## config.mk

```make
export PLATFORM = sky130hd
export DESIGN_NAME = chte_ctrl
export DESIGN_NICKNAME = d
export VERILOG_FILES = /design/src/rtl/chte_pkg.sv /design/src/rtl/chte_ctrl.sv
export SDC_FILE = /design/constraint.sdc
export NUM_CORES = 1
export LEC_CHECK = 0
export ABC_AREA = 1
export BUFFER_PORTS_ARGS = -buffer_cell sky130_fd_sc_hd__buf_2
export CAP_MARGIN = 10
export CORE_MARGIN = 4
export CORE_UTILIZATION = 28
export CTS_CLUSTER_SIZE = 30
export DETAILED_ROUTE_END_ITERATION = 7
export MAX_ROUTING_LAYER = met4
export PLACE_DENSITY = 0.51
export SYNTH_ARGS = -nofsm -noshare
export SYNTH_HDL_FRONTEND = slang
export SYNTH_SLANG_ARGS = --single-unit
```

## constraint.sdc

```tcl
create_clock -name clk -period 1.9 [get_ports clk]
set_clock_uncertainty 0.15 [all_clocks]
set_input_delay 0.57 -clock clk [delete_from_list [all_inputs] [get_ports clk]]
set_output_delay 0.57 -clock clk [all_outputs]
set_load 0.005 [all_outputs]
```

## src/rtl/chte_pkg.sv

```systemverilog
// ----------------------------------------------------------------------------
// chte_pkg: shared types and codes for the chained hash table engine
// Command, status and controller state codes, plus the controller/datapath
// command and status bundles.
// ----------------------------------------------------------------------------
package chte_pkg;

  typedef enum logic [1:0] {
    CMD_CREATE  = 2'd0,
    CMD_FIND    = 2'd1,
    CMD_DESTROY = 2'd2,
    CMD_CLEAR   = 2'd3
  } cmd_t;

  typedef enum logic [1:0] {
    ST_OK   = 2'd0,
    ST_MISS = 2'd1,
    ST_FULL = 2'd2
  } status_t;

  typedef enum logic [3:0] {
    S_IDLE,
    S_HASH,
    S_HEAD,
    S_REQ,
    S_CMP,
    S_CREATE,
    S_FREEPOP,
    S_DESTROY,
    S_CLEAR,
    S_OUT
  } state_t;

  localparam logic [31:0] HASH_MUL_HI = 32'd53377;
  localparam logic [31:0] HASH_MUL_LO = 32'd248735;

  // controller -> datapath
  typedef struct packed {
    logic load;       // capture input item
    logic hash;       // compute bucket
    logic head_rd;    // read bucket head into cur
    logic ent_rd;     // issue key/link read at cur
    logic step;       // advance cur along chain
    logic create;     // perform create write-back
    logic pop_rd;     // read top of free stack
    logic destroy;    // perform destroy write-back
    logic clr_start;  // begin clear sweep
    logic clr_step;   // advance the clear sweep by one entry
  } ctl_t;

  // datapath -> controller
  typedef struct packed {
    logic cur_ok;     // cur points at a chain entry
    logic key_eq;     // key read at cur matches
    logic pool_empty; // free count is zero
    logic clr_done;   // last sweep entry written
    logic walk_max;   // walk bound reached
  } sts_t;

endpackage

```

## src/rtl/chte_ctrl.sv

```systemverilog
// ----------------------------------------------------------------------------
// chte_ctrl: command sequencer
// Steps each item through hash and then a chain walk and write-back or a clear
// sweep; holds the result.
module chte_ctrl (
  input  logic            clk,
  input  logic            rst,
  input  logic            in_fire,
  input  chte_pkg::cmd_t  cmd,
  input  logic            out_fire,
  input  chte_pkg::sts_t  sts,
  output chte_pkg::ctl_t  ctl,
  output logic            busy,
  output logic            out_valid,
  output logic            hit,
  output logic            full
);

  chte_pkg::state_t state, state_next;
  logic hit_next, full_next;

  always_ff @(posedge clk) begin
    if (rst) begin
      state <= chte_pkg::S_IDLE;
      hit   <= 1'b0;
      full  <= 1'b0;
    end else begin
      state <= state_next;
      hit   <= hit_next;
      full  <= full_next;
    end
  end

  always_comb begin
    state_next = state;
    hit_next   = hit;
    full_next  = full;
    ctl        = '0;
    case (state)
      chte_pkg::S_IDLE: begin
        if (in_fire) begin
          ctl.load   = 1'b1;
          hit_next   = 1'b0;
          full_next  = 1'b0;
          state_next = chte_pkg::S_HASH;
        end
      end
      chte_pkg::S_HASH: begin
        ctl.hash = 1'b1;
        if (cmd == chte_pkg::CMD_CLEAR) begin
          ctl.clr_start = 1'b1;
          state_next    = chte_pkg::S_CLEAR;
        end else begin
          state_next = chte_pkg::S_HEAD;
        end
      end
      chte_pkg::S_HEAD: begin
        ctl.head_rd = 1'b1;
        state_next  = chte_pkg::S_REQ;
      end
      chte_pkg::S_REQ: begin
        if (sts.cur_ok && !sts.walk_max) begin
          ctl.ent_rd = 1'b1;
          state_next = chte_pkg::S_CMP;
        end else if (cmd == chte_pkg::CMD_CREATE) begin
          if (sts.pool_empty) begin
            full_next  = 1'b1;
            state_next = chte_pkg::S_OUT;
          end else begin
            ctl.pop_rd = 1'b1;
            state_next = chte_pkg::S_FREEPOP;
          end
        end else begin
          state_next = chte_pkg::S_OUT;
        end
      end
      chte_pkg::S_CMP: begin
        if (sts.key_eq) begin
          hit_next   = 1'b1;
          state_next = (cmd == chte_pkg::CMD_DESTROY) ? chte_pkg::S_DESTROY
                                                      : chte_pkg::S_OUT;
        end else begin
          ctl.step   = 1'b1;
          state_next = chte_pkg::S_REQ;
        end
      end
      chte_pkg::S_FREEPOP: state_next = chte_pkg::S_CREATE;
      chte_pkg::S_CREATE: begin
        ctl.create = 1'b1;
        state_next = chte_pkg::S_OUT;
      end
      chte_pkg::S_DESTROY: begin
        ctl.destroy = 1'b1;
        state_next  = chte_pkg::S_OUT;
      end
      chte_pkg::S_CLEAR: begin
        ctl.clr_step = 1'b1;
        if (sts.clr_done) state_next = chte_pkg::S_OUT;
      end
      chte_pkg::S_OUT: begin
        if (out_fire) state_next = chte_pkg::S_IDLE;
      end
      default: state_next = chte_pkg::S_IDLE;
    endcase
  end

  assign busy      = (state != chte_pkg::S_IDLE);
  assign out_valid = (state == chte_pkg::S_OUT);

`ifndef ASSERT_OFF
  a_hit_full: assert property (@(posedge clk) disable iff (rst) !(hit && full))
    else $error("hit and full both set");
  a_load_idle: assert property (@(posedge clk) disable iff (rst)
    ctl.load |=> state == chte_pkg::S_HASH)
    else $error("load did not start hash");
  a_out_hold: assert property (@(posedge clk) disable iff (rst)
    (out_valid && !out_fire) |=> out_valid)
    else $error("result dropped while stalled");
`endif

endmodule

```

# ---- Word-level counts from Yosys, hierarchy flattened
# Index checks and enable logic that the tools add are counted.
dict set report op_classes {
  n_eq_ne 18
  n_mux 34
  reduce_logical 11
}
# cell count
set op_table {}
lappend op_table {{$mux W4} 9}
lappend op_table {{$pmux W4 S9} 1}
lappend op_table {{$mux W1} 22}
lappend op_table {{$eq A4 B3 Y1 const B} 4}
lappend op_table {{$ne A2 B2 Y1 const B} 7}
lappend op_table {{$eq A4 B2 Y1 const B} 2}
lappend op_table {{$eq A4 B4 Y1 const B} 2}
lappend op_table {{$reduce_and A3 Y1} 2}
lappend op_table {{$reduce_and A5 Y1} 1}
lappend op_table {{$eq A2 B2 Y1 const B} 2}
lappend op_table {{$eq A4 B1 Y1 const B} 1}
lappend op_table {{$logic_not A4 Y1} 1}
lappend op_table {{$pmux W1 S2} 2}
lappend op_table {{$reduce_bool A2 Y1} 2}
lappend op_table {{$reduce_bool A4 Y1} 1}
lappend op_table {{$logic_not A2 Y1} 1}
lappend op_table {{$reduce_or A2 Y1} 1}
lappend op_table {{$logic_and A1 B1 Y1} 1}
lappend op_table {{$logic_not A1 Y1} 1}
dict set report totals {
  regBits 6
  out_inout_bits 14
}

# ---- Longest topological paths before layout
dict set report logic_depth {
  ltp_word 4
  mapped_depth 8
}

# ---- Least setup slack after synthesis
# Ideal clock, no wire load.
dict set report synth_path {
  path_type {input to output}
  from {input port sts[4] (netlist name)}
  to {output port ctl[3] (netlist name)}
  arrival_ns 0.919
  setup_slack_ns 0.261
  stages 5
  path_buffers 0
  cell_sequence {inv_1 > nor2_1 > inv_1 > nand4_1 > inv_1}
}
# item line_no
set synth_rtl {}
lappend synth_rtl {{start, declared} chte_ctrl.sv:11} ;# input chte_pkg::sts_t sts,
lappend synth_rtl {{end, declared} chte_ctrl.sv:12} ;# output chte_pkg::ctl_t ctl,

==> run summary <==
Met1 Wirelength: 645 µm
Commonest non-fill, non-tap cell in the layout: buf_2
Post-route ant nets: 0
DR WL/cell: 9.59 µm
Core box area: 0.00178 mm²
Startpoint types: register
Detailed Routing Iterations Pass 1: 4
Met3 WL post-DR: 63 µm
Met2 WL: 768 µm
Worst hold path class: reg2reg
Final Setup Violations: 2
Register bit total from synthesis: 6
Mean post-synth cell area: 5.93 µm²
Worst Reg2Reg Path Length in Cells: 8
Synth unique cells: 19
WP data required: 1180 ps
CTS tree: yes
Die width: 51.9 µm
Fin crit share: 1.01
Synthesized area: 539 µm²
WS Path Type: reg2out
Area grow syn2layout: 61.0%
Final Hold Viols: 0
Vias in the first global route: 663
Worst skew pair latency: 240 ps
Tot GR Track Use: 0.132
Initial Utilization: 0.302
Filler Cells Inserted: 188
Crit. Startpoint: state[2]
Layout cells sized above 1: 0.515
Pwr dens: 735 mW/mm²
Slew of the pin with the lowest slew margin: 199 ps
FP Rows: 15
Total CTS buffers: 3
GR Overflow Total: 0
Reg2reg end: hit
Reg2reg start: state[2]
CTS sink cnt: 6
CP Capture Point: ctl[5]
Critical path arrival: 1200 ps
Leak pwr: 0.498 nW
Uppermost layer routed: met4
First-pass GRT wire length: 2550 µm
Flop-to-flop setup slack: 460 ps
Sequential area share after synthesis: 0.223
Worst-case clock buffer depth: 2
Number of diodes: 0
Max Transition Viols Final: 0
Status: finished, violations left
Vias: 684
Worst Setup End Kind: output pin
Initial DRC count: 4
GPL Wtd Cong: 0.862
CTS Hold Bufs: 0
DP HPWL: 1210 µm
Tot Pwr: 0.638 mW
Failing checks: setup timing
Drt total wl: 1510 µm
Die ar.: 0.00269 mm²
Largest net degree at the start of global routing: 6
Commonest cells after routing, fill and taps aside: buf_2 (24), inv_1 (20), nand2_1 (18), buf_4 (14), nor2_1 (8)
Maxcap violations: 0
H-tree depth: 1
Unrepaired setup endpoints after global routing: true
Nets: 145
Placed insts: 146
Fin worst setup slack: -21.5 ps
Via/cell ratio: 4.36
Root buffer cell: clkbuf_4
Finished Layout Cells: 157
Clk pin slew, worst setup/hold paths: 50 ps
Cells after Synth: 91
Relative slew slack: 0.866
Worst-path fanout max: 4
Chip height: 51.9 µm
DR DRC count: 0
F_max: 520 MHz
Post-Syn Nets: 102
Layout Utilization: 0.487
Maximum vdd ir drop: 0.203 mV
Fin crit period: 1920 ps
IO Pins: 25
Port Buf Inserts: 24
Number of synthesis warnings: 0
Initial antenna violation count: 0
-- layer usage --
metal | GRT usage | vias up
met2 | 0.213 | 13
met1 | 0.148 | 304
met3 | 0.0201 | 2
met4 | 0.0917 | 0
met5 | - | -
li1 | - | 365
-- final cells by class --
cell class / instances / area, µm² / share of cell area
Timing Repair Buffer: 38 / 225 / 0.259
Tap cell: 25 / 31.3 / 0.0360
Clock buffer: 3 / 22.5 / 0.0259
Sequential cell: 6 / 130 / 0.150
Inverter: 23 / 86.3 / 0.0994
Multi-Input combinational cell: 62 / 373 / 0.429
-- through the flow --
stage          hold WS [ps]  worst slack (ps)  TNS, ps  instance area, µm²
6_report                307             -21.5    -38.1                 868
5_1_grt                 337              -111     -305                 868
4_1_cts                 311             -68.1     -122                 828
3_5_place_dp            303              39.3        0                 736
3_3_place_gp            297              65.1        0                 736
2_1_floorplan           306               261        0                 539
-- worst min path at each step --
stage | start | end | cells past startpoint | slack, ps
2_1_floorplan | hit | hit | 2 | 310
3_3_place_gp | hit | hit | 2 | 300
3_5_place_dp | hit | hit | 2 | 300
4_1_cts | hit | hit | 2 | 310
5_1_grt | full | full | 2 | 340
6_report | hit | hit | 2 | 310
-- worst max-delay path: stages (launching register included) --
cell	delay [ps]
dfxtp_4	370
inv_2	60
nor2_4	90
nand2_2	60
or2_1	230
inv_1	60
buf_2	100
-- where the power goes --
part	internal, mW	switching [mW]
registers	0.150	0.0322
logic	0.150	0.191
clock network	0.0713	0.0442
total	0.371	0.267
-- cell families after synthesis --
kind of cell	synth area share
buf+inv	0.160
flops	0.223
simple gates	0.473
compound gates	0.144
-- cells in the mapped netlist (all sizes together) --
cell     n  area share
nand2   24        0.19
inv     23        0.16
nor2    16        0.16
a21oi    7       0.079
dfxtp    6        0.22
nand3    6       0.074
nand4    3       0.035
o21ai    2       0.019
a31oi    1       0.012
o211ai   1       0.023
o22ai    1       0.012
or2      1       0.012
-- flip-flops by register name, indices dropped and copies added, names as in the netlist --
register / cells
state: 4
full: 1
hit: 1
-- what timing repair did --
| action | in CTS | in global routing |
|---|---|---|
| setup buffers | 7 | 1 |
| endpoints found under the setup margin | 5 | 5 |
| gates resized for setup | 9 | 8 |
| pin swaps | 6 | 6 |
No activity file was read; power rests on OpenSTA's default activity.
